[src/tdpid_pkg.sv]
// ============================================================================
// tdpid_pkg
// Shared types and constants for the trapezoid profile / dual PID block.
// ============================================================================
package tdpid_pkg;

    localparam int CFG_W       = 16;
    localparam int CFG_IDX_W   = 3;
    localparam int DRIVE_W     = 16;
    localparam int FRAC_SHIFT  = 24;
    localparam int FIFO_DEPTH  = 8;
    localparam int FIFO_PTR_W  = 3;
    localparam int FIFO_CNT_W  = 4;

    typedef enum logic [CFG_IDX_W-1:0] {
        CFG_ACCEL_PER_TICK = 3'd0,
        CFG_ACCEL_TICKS    = 3'd1,
        CFG_CRUISE_TICKS   = 3'd2,
        CFG_DECEL_TICKS    = 3'd3,
        CFG_DIRECTION      = 3'd4,
        CFG_GAIN_P         = 3'd5,
        CFG_GAIN_I         = 3'd6,
        CFG_GAIN_D         = 3'd7
    } cfg_index_t;

    // direction codes: 0 hold, 1 forward, anything with bit 1 set is reverse
    localparam logic [1:0] DIR_HOLD = 2'b00;

    localparam logic [CFG_W-1:0] GAIN_P_RESET = 16'd1024;
    localparam logic [CFG_W-1:0] GAIN_I_RESET = 16'd655;

    typedef struct packed {
        logic [CFG_W-1:0] accel_per_tick;
        logic [CFG_W-1:0] accel_ticks;
        logic [CFG_W-1:0] cruise_ticks;
        logic [CFG_W-1:0] decel_ticks;
        logic [1:0]       direction;
    } profile_cfg_t;

    typedef struct packed {
        logic [CFG_W-1:0] gain_p;
        logic [CFG_W-1:0] gain_i;
        logic [CFG_W-1:0] gain_d;
    } gains_t;

    // control that rides along with a word through the pipeline
    typedef struct packed {
        logic valid;
        logic start;
        logic done;
    } stage_ctl_t;

    typedef struct packed {
        logic signed [DRIVE_W-1:0] drive_left;
        logic signed [DRIVE_W-1:0] drive_right;
        logic                      motion_done;
    } result_t;

endpackage

[src/tdpid_profile.sv]
// ============================================================================
// tdpid_profile
// Trapezoid profile state, target selection and per-wheel error (2 stages).
// ============================================================================
module tdpid_profile #(
    parameter int VEL_WIDTH  = 24,
    parameter int TICK_WIDTH = 16
) (
    input  logic                          clk,
    input  logic                          rst_n,
    input  logic                          accept,
    input  logic                          start,
    input  logic signed [VEL_WIDTH-1:0]   enc_left,
    input  logic signed [VEL_WIDTH-1:0]   enc_right,
    input  logic signed [VEL_WIDTH-1:0]   enc_center,
    input  tdpid_pkg::profile_cfg_t       cfg,
    output tdpid_pkg::stage_ctl_t         ctl,
    output logic signed [VEL_WIDTH:0]     err_left,
    output logic signed [VEL_WIDTH:0]     err_right
);
    import tdpid_pkg::*;

    localparam logic signed [32:0] ONE_S   = 33'sd1;
    localparam logic signed [32:0] VEL_MAX = (ONE_S <<< (VEL_WIDTH - 1)) - ONE_S;
    localparam logic signed [32:0] VEL_MIN = -VEL_MAX - ONE_S;

    function automatic logic signed [31:0] sat_32(input logic signed [32:0] x);
        if (x[32] != x[31])
            sat_32 = {x[32], {31{~x[32]}}};
        else
            sat_32 = x[31:0];
    endfunction

    // profile state
    logic signed [31:0]      tv_reg, tv_next;
    logic [TICK_WIDTH-1:0]   accel_left_reg, accel_left_next;
    logic [TICK_WIDTH-1:0]   cruise_left_reg, cruise_left_next;
    logic [TICK_WIDTH-1:0]   decel_left_reg, decel_left_next;
    logic                    done_reg, done_next;

    // stage 1
    stage_ctl_t              s1_ctl_reg;
    logic                    s1_hold_reg;
    logic                    s1_neg_reg;
    logic signed [31:0]      s1_tv_reg;
    logic signed [VEL_WIDTH-1:0] s1_meas_l_reg;
    logic signed [VEL_WIDTH-1:0] s1_meas_r_reg;

    // stage 2
    stage_ctl_t              s2_ctl_reg;
    logic signed [VEL_WIDTH:0] err_l_reg, err_l_next;
    logic signed [VEL_WIDTH:0] err_r_reg, err_r_next;

    logic                    hold;
    logic signed [31:0]      tv_up, tv_dn;
    logic signed [32:0]      tgt_full;
    logic signed [VEL_WIDTH-1:0] tgt;

    assign hold  = (cfg.direction == DIR_HOLD);
    assign tv_up = sat_32(33'(tv_reg) + $signed({17'b0, cfg.accel_per_tick}));
    assign tv_dn = sat_32(33'(tv_reg) - $signed({17'b0, cfg.accel_per_tick}));

    always_comb
    begin
        tv_next          = tv_reg;
        accel_left_next  = accel_left_reg;
        cruise_left_next = cruise_left_reg;
        decel_left_next  = decel_left_reg;
        done_next        = done_reg;
        if (accept)
        begin
            if (start)
            begin
                tv_next          = '0;
                accel_left_next  = TICK_WIDTH'(cfg.accel_ticks);
                cruise_left_next = TICK_WIDTH'(cfg.cruise_ticks);
                decel_left_next  = TICK_WIDTH'(cfg.decel_ticks);
                done_next        = 1'b0;
            end
            else if (!hold)
            begin
                if (accel_left_reg != '0)
                begin
                    tv_next         = tv_up;
                    accel_left_next = accel_left_reg - 1'b1;
                end
                else if (cruise_left_reg != '0)
                begin
                    cruise_left_next = cruise_left_reg - 1'b1;
                end
                else if (decel_left_reg != '0)
                begin
                    tv_next         = tv_dn;
                    decel_left_next = decel_left_reg - 1'b1;
                end
                else
                begin
                    done_next = 1'b1;
                end
            end
        end
    end

    always_ff @(posedge clk or negedge rst_n)
    begin
        if (!rst_n)
        begin
            tv_reg          <= '0;
            accel_left_reg  <= '0;
            cruise_left_reg <= '0;
            decel_left_reg  <= '0;
            done_reg        <= 1'b0;
            s1_ctl_reg      <= '0;
            s2_ctl_reg      <= '0;
        end
        else
        begin
            tv_reg          <= tv_next;
            accel_left_reg  <= accel_left_next;
            cruise_left_reg <= cruise_left_next;
            decel_left_reg  <= decel_left_next;
            done_reg        <= done_next;
            s1_ctl_reg      <= '{valid: accept, start: start, done: done_next};
            s2_ctl_reg      <= s1_ctl_reg;
        end
    end

    always_ff @(posedge clk)
    begin
        if (accept)
        begin
            s1_hold_reg   <= hold;
            s1_neg_reg    <= cfg.direction[1];
            s1_tv_reg     <= tv_next;
            s1_meas_l_reg <= hold ? enc_center : enc_left;
            s1_meas_r_reg <= hold ? enc_center : enc_right;
        end
        err_l_reg <= err_l_next;
        err_r_reg <= err_r_next;
    end

    // target = direction * velocity, clipped to the velocity width
    always_comb
    begin
        tgt_full = s1_neg_reg ? -33'(s1_tv_reg) : 33'(s1_tv_reg);
        if (s1_hold_reg)
            tgt = '0;
        else if (tgt_full > VEL_MAX)
            tgt = VEL_MAX[VEL_WIDTH-1:0];
        else if (tgt_full < VEL_MIN)
            tgt = VEL_MIN[VEL_WIDTH-1:0];
        else
            tgt = tgt_full[VEL_WIDTH-1:0];
        err_l_next = (VEL_WIDTH+1)'(tgt) - (VEL_WIDTH+1)'(s1_meas_l_reg);
        err_r_next = (VEL_WIDTH+1)'(tgt) - (VEL_WIDTH+1)'(s1_meas_r_reg);
    end

    assign ctl       = s2_ctl_reg;
    assign err_left  = err_l_reg;
    assign err_right = err_r_reg;

endmodule

[config.mk]
export PLATFORM = sky130hd
export DESIGN_NAME = tdpid_profile
export DESIGN_NICKNAME = d
export VERILOG_FILES = /design/src/tdpid_pkg.sv /design/src/tdpid_profile.sv
export SDC_FILE = /design/constraint.sdc
export NUM_CORES = 1
export LEC_CHECK = 0
export BUFFER_PORTS_ARGS = -buffer_cell sky130_fd_sc_hd__buf_2
export CORE_MARGIN = 1.5
export CORE_UTILIZATION = 45
export DETAILED_ROUTE_END_ITERATION = 16
export PLACE_DENSITY = 0.7
export SLEW_MARGIN = 10
export SYNTH_ARGS = -nofsm -noshare
export SYNTH_HDL_FRONTEND = slang
export SYNTH_SLANG_ARGS = --single-unit
[constraint.sdc]
create_clock -name clk -period 5.8 [get_ports clk]
set_input_delay 1.16 -clock clk [delete_from_list [all_inputs] [get_ports clk]]
set_output_delay 1.16 -clock clk [all_outputs]
set_load 0.02 [all_outputs]
After elaboration in Yosys (flattened, before gate mapping). Index checks and enable logic that the tools add are counted.

Register bits: 218. Bits of input ports: 142. Output and inout port bits: 53. Word-level logic and storage cells: 77.

Add/sub/neg operators: 8. Order comparisons: 2. Equality and inequality tests: 6. Multiplexer cells: 31. Bitwise operators: 2. Reduce and logical (&&, ||, !) cells: 11.

Operator list (count): two-way mux 32 bit (8); two-way mux 16 bit (12); two-way mux 24 bit (5); subtractor 24 x 24 -> 25 bit (2); nonzero test 16 bit (3); subtractor 16 x 1 -> 16 bit, second input constant (3); adder 32 x 17 -> 33 bit (1); greater-than comparator 33 x 24 -> 1 bit, second input constant (1); < comparator 33 x 24 -> 1 bit, second input constant (1); two-way mux 33 bit (1); negator 32 -> 33 bit (1); subtractor 32 x 17 -> 33 bit (1); AND reduction 5 bit (2); != test 2 bit, second input constant (4); nonzero test 2 bit (3); two-way mux 1 bit (5); AND reduction 4 bit (1); AND reduction 3 bit (1); logical NOT 2 bit (1); != test 1 bit (2); inverter 1 bit (2).

Logic depth before layout (Yosys ltp). Gate-level depths: netlist of the first run.

Word-level depth: 9. Gate-level depth with buffers: 26. Gate-level depth less buffers: 25.

Worst setup path before layout of the first run. OpenSTA, ideal clock, no wires.

Path type: reg-to-reg. Start: register s1_tv_reg[2]. End: register err_r_reg[21], in the netlist err_right[21]. Library setup time: 0.072 ns. Data arrival time: 4.756 ns. Data required time: 5.728 ns. Setup slack: 0.972 ns. Stages on the path, launching flop included: 24. Buffers on the path: 1. Period minus slack after synthesis: 4.828 ns. Cell sequence: edfxtp_1 -> nor4_4 -> and4_4 -> nand3_2 -> nor4b_1 -> o311ai_1 -> or2_1 -> nand2_1 -> clkbuf_1 -> a21oi_1 -> nor2_1 -> ha_1 -> inv_1 -> nor2_1 -> o21ai_0 -> a21oi_1 -> and3_1 -> a22oi_1 -> o21ai_1 -> o41ai_2 -> o211ai_1 -> a31o_1 -> a21oi_1 -> xnor2_1.

Word-level cells in the longest chain between the ends: 7. Elaborated cells between the ends (all ways): 8. Those cells by class: 2 x add/sub; 2 x order compare; 4 x mux.

Ends and longest elaborated chain: start: declaration (line tdpid_profile.sv:45) `logic signed [31:0] s1_tv_reg;`; start signal: assignment (line tdpid_profile.sv:134) `s1_tv_reg <= tv_next;`; negator 32 -> 33 bit (line tdpid_profile.sv:145) `tgt_full = s1_neg_reg ? -33'(s1_tv_reg) : 33'(s1_tv_reg);`; two-way mux 33 bit * (line tdpid_profile.sv:145); < comparator 33 x 24 -> 1 bit (line tdpid_profile.sv:150) `else if (tgt_full < VEL_MIN)`; two-way mux 24 bit (line tdpid_profile.sv:150); two-way mux 24 bit * (line tdpid_profile.sv:148) `else if (tgt_full > VEL_MAX)`; two-way mux 24 bit * (line tdpid_profile.sv:146) `if (s1_hold_reg)`; subtractor 24 x 24 -> 25 bit * (line tdpid_profile.sv:155) `err_r_next = (VEL_WIDTH+1)'(tgt) - (VEL_WIDTH+1)'(s1_meas_r_reg);`; net err_r_next[21] (line tdpid_profile.sv:52) `logic signed [VEL_WIDTH:0] err_r_reg, err_r_next;`; end signal: assignment (line tdpid_profile.sv:139) `err_r_reg <= err_r_next;`; end: declaration (line tdpid_profile.sv:52).

The timed path passes the listed nets; every way through them passes the cells marked *. A chain may end at the register's enable or synchronous reset.

Worst setup path after layout of the first run.
Start: register s1_tv_reg[22]. End: register err_l_reg[20], in the netlist err_left[20].

Word-level cells in the longest chain between the ends: 7. Elaborated cells between the ends (all ways): 8. Those cells by class: 2 x add/sub; 2 x order compare; 4 x mux.

Ends and longest elaborated chain: negator 32 -> 33 bit (line tdpid_profile.sv:145); two-way mux 33 bit * (line tdpid_profile.sv:145); < comparator 33 x 24 -> 1 bit (line tdpid_profile.sv:150); two-way mux 24 bit (line tdpid_profile.sv:150); two-way mux 24 bit * (line tdpid_profile.sv:148); two-way mux 24 bit * (line tdpid_profile.sv:146); subtractor 24 x 24 -> 25 bit * (line tdpid_profile.sv:154) `err_l_next = (VEL_WIDTH+1)'(tgt) - (VEL_WIDTH+1)'(s1_meas_l_reg);`; net err_l_next[20] (line tdpid_profile.sv:51) `logic signed [VEL_WIDTH:0] err_l_reg, err_l_next;`; end signal: assignment (line tdpid_profile.sv:138) `err_l_reg <= err_l_next;`; end: declaration (line tdpid_profile.sv:51).

Marked as above.

==> summary by stage, run 1 <==
Drt
The detailed router placed between 10000 and 15000 vias in this run. The post-detailed-routing wire length is roughly 45000 µm. The count of nets left with antenna violations once routing finished came out at 0. In the final routed layout, each cell accounts on average for 18.1 µm.

The length of the first detailed-routing pass in iterations is 6. The number of design-rule violations left by the first detailed-router iteration is between 900 and 1000. The number of remaining DRC errors is 0. The via-per-instance ratio is 5.77.

Clock tree
In this run the deepest clock path goes through 3 buffers. TritonCTS built the clock tree. The number of buffers inserted for hold repair after clock tree synthesis is 0. The clock latency reported for the late side of the worst-skew pair is 0.54 ns.

The count of clock tree sinks is 218. The number of levels the H-tree was split into is 1. The clock transition at the register clock pins on the worst setup and hold paths after CTS is ~0.060 ns. The root buffer cell chosen for the clock tree is sky130_fd_sc_hd__clkbuf_16. In this run, CTS created clock tree buffers numbering 25.

STA
The post-route clock period utilization is between 90% and 100%. Derived from the worst setup path, the maximum achievable clock frequency is around 190 MHz. For the final database, setup skew stands at about 0.018 ns. The worst slew margin relative to its limit is 27.2%. The final hold violation count is 0.

Summed over all failing endpoints, the final setup total negative slack is 0 ns. The slew of the pin with the lowest slew margin is 1.09 ns. The number of max-slew violations in the final report is 0. Subtracting the final worst setup slack from the clock period gives roughly 5.4 ns. Setup repair after global routing left no endpoint under its margin. Setup violations remaining at the end of the flow were counted as 0.

Die
The number of top-level design ports is ~200. The floorplan die height is 186 µm. The core region is roughly 33000 µm². The floorplan step defined a die boundary enclosing between 30000 and 40000 µm².

The starting density of the core is 45.9%. The floorplan row count is between 60 and 70. The horizontal die dimension is 186 µm.

Yosys
The synthesized netlist occupies a cell area of 15000 µm². The most frequently used flop master after synthesis is sky130_fd_sc_hd__dfrtp_1. The Yosys step of the flow raised 0 warnings. The part of the Yosys area used for sequential elements is between 30 and 40%. In the synthesized netlist the async set-or-reset flop fraction comes to 39.4%. The average cell area after synthesis is between 8 and 9 µm². Synthesis inferred between 200 and 250 register bits.

When the netlist entered floorplanning its net count stood at a little over 2000. Counting flops with a built-in enable in the synthesized netlist gives a little over 80. The number of standard cells after synthesis is between 1500 and 2000. The synthesized netlist contains 96 unique library cells.

Placement
Routability-driven placement finished with a final weighted congestion of 0.949. The count of buffers added on input and output ports is slightly below 200. The half-perimeter wire length after placement is 33100 µm.

Status
The flow ran to the end, and the final reports show no timing, DRC or antenna violations.

Setup path
The flop-to-flop setup slack is between 0.4 and 0.5 ns. The arrival time at the worst endpoint is 5.81 ns. The worst setup path is captured at a flop. Counting cells, the worst reg-to-reg path comes to 24.

The startpoint type of the worst setup path is a flop. The critical setup path kind is reg2reg. The maximum fanout count along the critical path is 7. The endpoint required time on the critical path is approximately 6.3 ns.

Finish
In the final layout, the share of cells above drive strength 1 is between 10% and 20%. The net count of the finished layout is roughly 2200. The area growth from synthesis to layout is 16.1%.

Flow run
Across the run, the number of max-cap violations was 0.

Power and ir drop
VDD sags by at most between 0.2 and 0.25 mV. The power density over the cells is between 300 and 400 nW/µm². The total power is between 6 and 7 mW. Summed over all cells, the static leakage comes to approximately 7.8 nW.

Worst hold path
The worst hold path was traced through 0 stages. The worst hold path class is reg2reg.

Global routing
Entering global routing, the biggest net connects between 80 and 90 pins. The first-pass GRT wire length is between 60000 and 70000 µm. The number of global-route vias before repair came to ~13000. The global-route usage over all layers is 25.5%. The number of antenna violations at the first check in global routing is 3. After global routing the overflow that remains totals 0.
[final timing paths]
path,end,start
max,err_left[20],s1_tv_reg[22]
min,ctl[2],s1_ctl_reg[2]
max reg2reg,err_left[20],s1_tv_reg[22]
min reg2reg,ctl[2],s1_ctl_reg[2]
max in group asynchronous,tv_reg[11],rst_n
min in group asynchronous,decel_left_reg[5],rst_n
[cell usage in the layout (no fill, tap or decap), drive strengths merged, types with 15 or more instances in the layout]
cell type	Yosys	final
a211oi	17	17
a21o	31	31
a21oi	184	184
a31oi	15	15
and3	23	23
buf	4	238
clkbuf	76	28
dfrtp	86	86
dfxtp	50	50
edfxtp	82	82
ha	80	80
inv	124	129
nand2	234	234
nand2b	15	15
nand3	48	48
nand4	17	17
nor2	147	147
nor2b	17	17
nor3	60	60
nor4	26	26
o21ai	137	137
o22ai	26	26
o31ai	16	16
or3	21	21
xnor2	53	53
xor2	18	18
[cell families after synthesis]
logic type | after synthesis | synth area share (%)
and+or+nand+nor | 668 | 21.4
buffers and inverters | 204 | 5.11
AOI/OAI and AO/OA | 567 | 24.2
xor gates and xnor gates | 71 | 4.14
DFF | 218 | 37.4
muxes | 9 | 0.625
adders and majority gates | 84 | 7.08
[Yosys cell counts, types with 6 or more instances]
master	number	share of area, %
sky130_fd_sc_hd__a211o_1	7	0.41
sky130_fd_sc_hd__a211oi_1	16	0.80
sky130_fd_sc_hd__a21o_1	30	1.5
sky130_fd_sc_hd__a21oi_1	184	6.1
sky130_fd_sc_hd__a221oi_1	11	0.64
sky130_fd_sc_hd__a22oi_1	12	0.60
sky130_fd_sc_hd__a31oi_1	15	0.63
sky130_fd_sc_hd__and2_1	11	0.46
sky130_fd_sc_hd__and3_1	23	0.96
sky130_fd_sc_hd__clkbuf_1	76	1.9
sky130_fd_sc_hd__dfrtp_1	86	14
sky130_fd_sc_hd__dfxtp_1	50	6.7
sky130_fd_sc_hd__edfxtp_1	82	16
sky130_fd_sc_hd__ha_1	80	6.7
sky130_fd_sc_hd__inv_1	124	3.1
sky130_fd_sc_hd__mux2i_1	6	0.40
sky130_fd_sc_hd__nand2_1	234	5.9
sky130_fd_sc_hd__nand2b_1	15	0.63
sky130_fd_sc_hd__nand3_1	47	1.6
sky130_fd_sc_hd__nand3b_1	6	0.30
sky130_fd_sc_hd__nand4_1	16	0.67
sky130_fd_sc_hd__nor2_1	145	3.6
sky130_fd_sc_hd__nor2b_1	17	0.71
sky130_fd_sc_hd__nor3_1	58	1.9
sky130_fd_sc_hd__nor3b_1	10	0.50
sky130_fd_sc_hd__nor4_1	23	0.96
sky130_fd_sc_hd__o2111ai_1	6	0.35
sky130_fd_sc_hd__o211ai_1	8	0.40
sky130_fd_sc_hd__o21a_1	11	0.55
sky130_fd_sc_hd__o21ai_0	128	4.3
sky130_fd_sc_hd__o21ai_1	9	0.30
sky130_fd_sc_hd__o21bai_1	11	0.55
sky130_fd_sc_hd__o22ai_1	25	1.0
sky130_fd_sc_hd__o31a_1	8	0.47
sky130_fd_sc_hd__o31ai_1	15	0.75
sky130_fd_sc_hd__or2_2	10	0.42
sky130_fd_sc_hd__or3_1	21	0.88
sky130_fd_sc_hd__or4_1	9	0.45
sky130_fd_sc_hd__xnor2_1	53	3.1
sky130_fd_sc_hd__xor2_1	18	1.1
[final cells by class]
class                           instances  area [µm²]
Clock buffer                           28         647
Antenna cell                            1        2.50
Sequential cell                       218        5620
Timing Repair Buffer                  238        1310
Inverter                              124         465
Multi-Input combinational cell       1399        8640
Tap cell                              442         553
Fill cell                            3135       15300
Clock inverter                         18         190
[where the power goes]
group          total [mW]  leakage, nW  internal, mW  switching (mW)
sequential           2.22         2.31          1.96           0.256
combinational        2.50         5.08         0.976            1.52
clock                1.62        0.410         0.946           0.675
total                6.34         7.80          3.89            2.45
[metrics by stage]
stage	worst slack [ns]	utilization [%]	instance area [µm²]	std cells	hold slack [ns]
2_1_floorplan	0.972	-	15000	1821	0.331
3_3_place_gp	0.160	50.6	16600	2419	0.333
3_5_place_dp	0.130	50.6	16600	2419	0.336
4_1_cts	0.255	53.2	17400	2465	0.351
5_1_grt	0.0138	53.3	17400	2468	0.354
6_report	0.438	53.3	17400	2468	0.349
[layer usage]
layer / global-route usage, % / wire length (µm) / share of wire [%] / vias up
met5: 0 / 12 / 0.027 / -
met3: 2.90 / 2500 / 5.6 / 104
met2: 43.0 / 20900 / 47 / 486
met1: 33.4 / 19700 / 44 / 6648
li1: - / - / - / 6993
met4: 9.65 / 1530 / 3.4 / 2
[repair_timing]
item,in CTS,in global routing
buffers inserted,0,2
gates resized for setup,0,1
setup endpoints to repair,0,6
[critical path, stage by stage (launching register included)]
cell                       delay, ns
sky130_fd_sc_hd__edfxtp_1       0.47
sky130_fd_sc_hd__nor4_1         0.49
sky130_fd_sc_hd__nand4_2        0.26
sky130_fd_sc_hd__or3_1          0.40
sky130_fd_sc_hd__a32o_1         0.31
sky130_fd_sc_hd__o21ai_0        0.11
sky130_fd_sc_hd__or2_1          0.20
sky130_fd_sc_hd__nand2_1        0.19
sky130_fd_sc_hd__nand2_1        0.13
sky130_fd_sc_hd__nand2_1        0.05
sky130_fd_sc_hd__nand2_1        0.09
sky130_fd_sc_hd__ha_1           0.25
sky130_fd_sc_hd__inv_1          0.06
sky130_fd_sc_hd__ha_1           0.22
sky130_fd_sc_hd__nand2_1        0.08
sky130_fd_sc_hd__nand2_1        0.08
sky130_fd_sc_hd__nand3b_1       0.18
sky130_fd_sc_hd__inv_1          0.05
sky130_fd_sc_hd__o32ai_1        0.11
sky130_fd_sc_hd__o211ai_1       0.23
sky130_fd_sc_hd__a211o_1        0.33
sky130_fd_sc_hd__a21o_1         0.24
sky130_fd_sc_hd__a311o_1        0.42
sky130_fd_sc_hd__a21boi_1       0.18
sky130_fd_sc_hd__xnor2_1        0.14
No activity file was read; power rests on OpenSTA's default activity.
==> inputs of run 2 (changes only) <==
- ABC_AREA: not set -> 1
- PLACE_DENSITY: 0.7 -> 0.69
==> summary by stage, run 2 <==
Die
The floorplan row count is 68. The starting density of the core is between 40% and 50%. The die is approximately 190 µm tall.

Measured along the x axis, the die boundary spans about 190 µm. Pin placement for this block handled roughly 200 I/O pins. After floorplanning, the core was sized to cover between 30000 and 40000 µm². The die area is approximately 37000 µm².

Yosys
The unique cell type count in the Yosys netlist is between 60 and 70. In the synthesized netlist the async set-or-reset flop fraction comes to 39.4%. Yosys mapped a number of flops with a built-in enable equal to a little over 80. In the synthesized netlist the dominant register cell turns out to be sky130_fd_sc_hd__dfrtp_1. In this run the biggest area consumer among cell types represents 15.9% of the synthesized area. By area the synthesized netlist is led by sky130_fd_sc_hd__nand2_1 16%, sky130_fd_sc_hd__edfxtp_1 15%, sky130_fd_sc_hd__dfrtp_1 13%.

The synthesis warning total is 0. The number of nets handed over by synthesis was roughly 2500. For this run, the register share of the synthesized area comes to 35.0%.

In this run, synthesis produced a sequential element count of 218. The synthesized cell area is 16100 µm². The dominant cell by count in the synthesized netlist is sky130_fd_sc_hd__nand2_1. The number of standard cells after synthesis is 2296. The average cell area after synthesis is about 7 µm². By count the netlist is led by 678 x sky130_fd_sc_hd__nand2_1, 266 x sky130_fd_sc_hd__inv_1, 226 x sky130_fd_sc_hd__nor2_1. The cell type with the largest total area after synthesis is sky130_fd_sc_hd__nand2_1.

Finish
The area growth from synthesis to layout is 14.3%. The commonest non-fill, non-tap cell in the layout is sky130_fd_sc_hd__nand2_1. The repair_antennas step left the layout with diodes totalling 0. The count of cells in the finished layout, fillers not included, comes to 2939. In the layout the commonest cells are 678 x sky130_fd_sc_hd__nand2_1, 264 x sky130_fd_sc_hd__inv_1, 225 x sky130_fd_sc_hd__nor2_1. The net total in the final layout is ~2700. The fraction of layout instances using a drive strength above 1 is about an eighth.

Setup path
The worst setup path is captured at a flop. In this run the critical register-to-register path is launched from s1_neg_reg. The critical path is of the reg2reg type. The maximum fanout count along the critical path is 32.

Counting cells, the worst reg-to-reg path comes to 18. STA puts the critical path data arrival time at 4.88 ns. The worst setup path is launched from a flop.

Across all register-to-register paths, the minimum setup slack is about 1.3 ns. The endpoint required time on the critical path is 6.23 ns. The endpoint of the most critical register-to-register path is err_right[20].

Global routing
The first global-routing pass estimated 80600 µm of wire. The number of antenna violations at the first check in global routing came to 0. For this run the aggregate overflow at the end of global routing stands at 0. The number of global-route vias before repair is 15000. The global-route usage over all layers is between 20% and 30%.

The maximum number of pins on one net before global-route repair is 60.

Placement
The placer's final routability congestion estimate is approximately 0.96. Counting tap cells, the placed design contains a total of between 2000 and 3000 instances. The HPWL after detailed placement is around 41000 µm.

The count of input and output buffers is approximately 190. Timing analysis after detailed placement gives a worst setup slack of 0.963 ns.

Clock tree
The clock root buffer is sky130_fd_sc_hd__clkbuf_16. TritonCTS created 26 clock buffers. Clock-pin slew was measured on the worst setup and hold paths at around 0.060 ns. The setup fix buffers added after clock tree synthesis is 0.

Counting every sink on the clock net gives between 200 and 250. In this run the number of H-tree levels came out at 1. The maximum clock path buffer count is 3.

The clock reaches the later pin of the worst-skew pair after 0.54 ns. TritonCTS built the clock tree. The number of hold buffers added after CTS was 0.

Gates resized during post-CTS repair numbered 0.

STA
The setup slack of the critical path after layout is between 1 and 1.5 ns. Setup violations remaining at the end of the flow were counted as 0. The sum of negative setup slack is 0 ns. The number of max-slew violations in the final report is 0. Headroom to the max-slew limit came out at between 20 and 30%.

Setup repair after global routing left no endpoint under its margin. The post-route clock period utilization is about three quarters. Between clock sinks in the finished design, the worst skew comes to ~0.015 ns.

The final hold violation count is 0. The time the worst path needs with I/O delays and setup is roughly 4.5 ns. The slew of the pin with the lowest slew margin is approximately 1.1 ns. The maximum achievable frequency is 224 MHz.

Drt
The routed layout has ~16000 vias. Once detail routing completed, the nets flagged for antenna violations numbered 0. The number of design-rule violations left by the first detailed-router iteration is between 900 and 1000. The first detailed-routing pass ran for 5 iterations. After detailed routing, the number of remaining DRC violations is 0. The detailed-route wire length per cell is approximately 18 µm. The post-detailed-routing wire length is roughly 52000 µm.

The via-per-instance ratio is 5.32.

Worst hold path
For hold timing, the worst endpoint is ctl[1]. In this run the worst hold path is classified as reg2reg. The number of cells on the worst hold path is 0. The startpoint of the worst hold path is s1_ctl_reg[1].

Status
The flow ran to the end, and the final reports show no timing, DRC or antenna violations.

Flow run
Across the run, the number of max-cap violations was 0.

Power and ir drop
The leakage power is just over 9 nW. The worst ir drop on vdd is about 0.35 mV. The power density over the cells is 339 nW/µm².
-- run 2: changes by cell type after synthesis, moves of 25 or more --
cell                       previous run  this run
sky130_fd_sc_hd__a21oi_1            184       146
sky130_fd_sc_hd__nand3_1             47        90
sky130_fd_sc_hd__xnor2_1             53        20
sky130_fd_sc_hd__nor3_1              58        31
sky130_fd_sc_hd__a21o_1              30         5
sky130_fd_sc_hd__nand2_1            234       678
sky130_fd_sc_hd__o21ai_0            128       159
sky130_fd_sc_hd__xor2_1              18        80
sky130_fd_sc_hd__inv_1              124       266
sky130_fd_sc_hd__clkbuf_1            76        45
sky130_fd_sc_hd__nor2_1             145       226
-- run 2: kinds of logic after synthesis --
kind of cell               Yosys count  synth area share, %
buffers and inverters              342                 8.28
AOI/OAI and AO/OA                  433                 15.5
adders and majority gates           82                 6.48
xor gates and xnor gates           100                 5.46
DFF                                218                 35.0
and+or+nand+nor                   1121                 29.3
-- run 2: layout make-up --
| type | count | area [µm²] |
|---|---|---|
| Timing Repair Buffer | 205 | 1060 |
| Fill cell | 3489 | 16500 |
| Inverter | 277 | 1040 |
| Sequential cell | 218 | 5620 |
| Clock inverter | 12 | 173 |
| Tap cell | 455 | 569 |
| Clock buffer | 36 | 772 |
| Multi-Input combinational cell | 1736 | 9120 |
-- run 2: metal layers --
| layer | global-route usage [%] | routed length (µm) |
|---|---|---|
| met1 | 35.6 | 22600 |
| met2 | 49.2 | 25000 |
| met4 | 11.0 | 2040 |
| met5 | 0 | 0 |
| met3 | 2.92 | 2380 |
-- run 2: critical path, stage by stage, from the launching register on --
cell,delay (ns)
sky130_fd_sc_hd__edfxtp_1,0.99
sky130_fd_sc_hd__nand2_1,0.31
sky130_fd_sc_hd__nand2_1,0.14
sky130_fd_sc_hd__nand2_1,0.05
sky130_fd_sc_hd__nand2_1,0.07
sky130_fd_sc_hd__nand2_1,0.05
sky130_fd_sc_hd__inv_1,0.05
sky130_fd_sc_hd__nand3_1,0.09
sky130_fd_sc_hd__nand2_2,0.38
sky130_fd_sc_hd__nand2_1,0.11
sky130_fd_sc_hd__a21oi_1,0.50
sky130_fd_sc_hd__ha_1,0.39
sky130_fd_sc_hd__a21oi_1,0.22
sky130_fd_sc_hd__inv_1,0.06
sky130_fd_sc_hd__a21oi_1,0.21
sky130_fd_sc_hd__o21ai_0,0.17
sky130_fd_sc_hd__a221oi_1,0.27
sky130_fd_sc_hd__o21ai_1,0.12
sky130_fd_sc_hd__xor2_1,0.15
-- run 2: how the worst max path moves through the flow --
| stage | start | to | slack (ns) | cells past startpoint |
|---|---|---|---|---|
| 2_1_floorplan | cfg[50] | s1_tv_reg[18] | 2.01 | 18 |
| 3_3_place_gp | cfg[50] | s1_tv_reg[1] | 1.09 | 18 |
| 3_5_place_dp | cfg[50] | s1_tv_reg[22] | 0.96 | 20 |
| 4_1_cts | s1_neg_reg | err_right[20] | 1.38 | 18 |
| 5_1_grt | s1_neg_reg | err_right[24] | 0.87 | 21 |
| 6_report | s1_neg_reg | err_right[20] | 1.34 | 18 |
-- run 2: stage by stage --
| step | instance area (µm²) | total power [mW] | utilization [%] | hold slack, ns |
|---|---|---|---|---|
| floorplan | 16100 | 3.67 | - | 0.331 |
| global placement | 17400 | 4.42 | 50.0 | 0.333 |
| detailed placement | 17400 | 4.43 | 50.0 | 0.343 |
| CTS | 18300 | 6.23 | 52.7 | 0.361 |
| global route | 18300 | 6.59 | 52.7 | 0.382 |
| finish | 18300 | 6.21 | 52.7 | 0.357 |
-- run 2: power breakdown --
group          total, mW  leakage [nW]  internal, mW  switching, mW
registers           2.12          2.31          1.91          0.211
logic               2.31          6.30         0.762           1.54
clock network       1.78         0.461          1.11          0.673
total               6.21          9.07          3.78           2.43
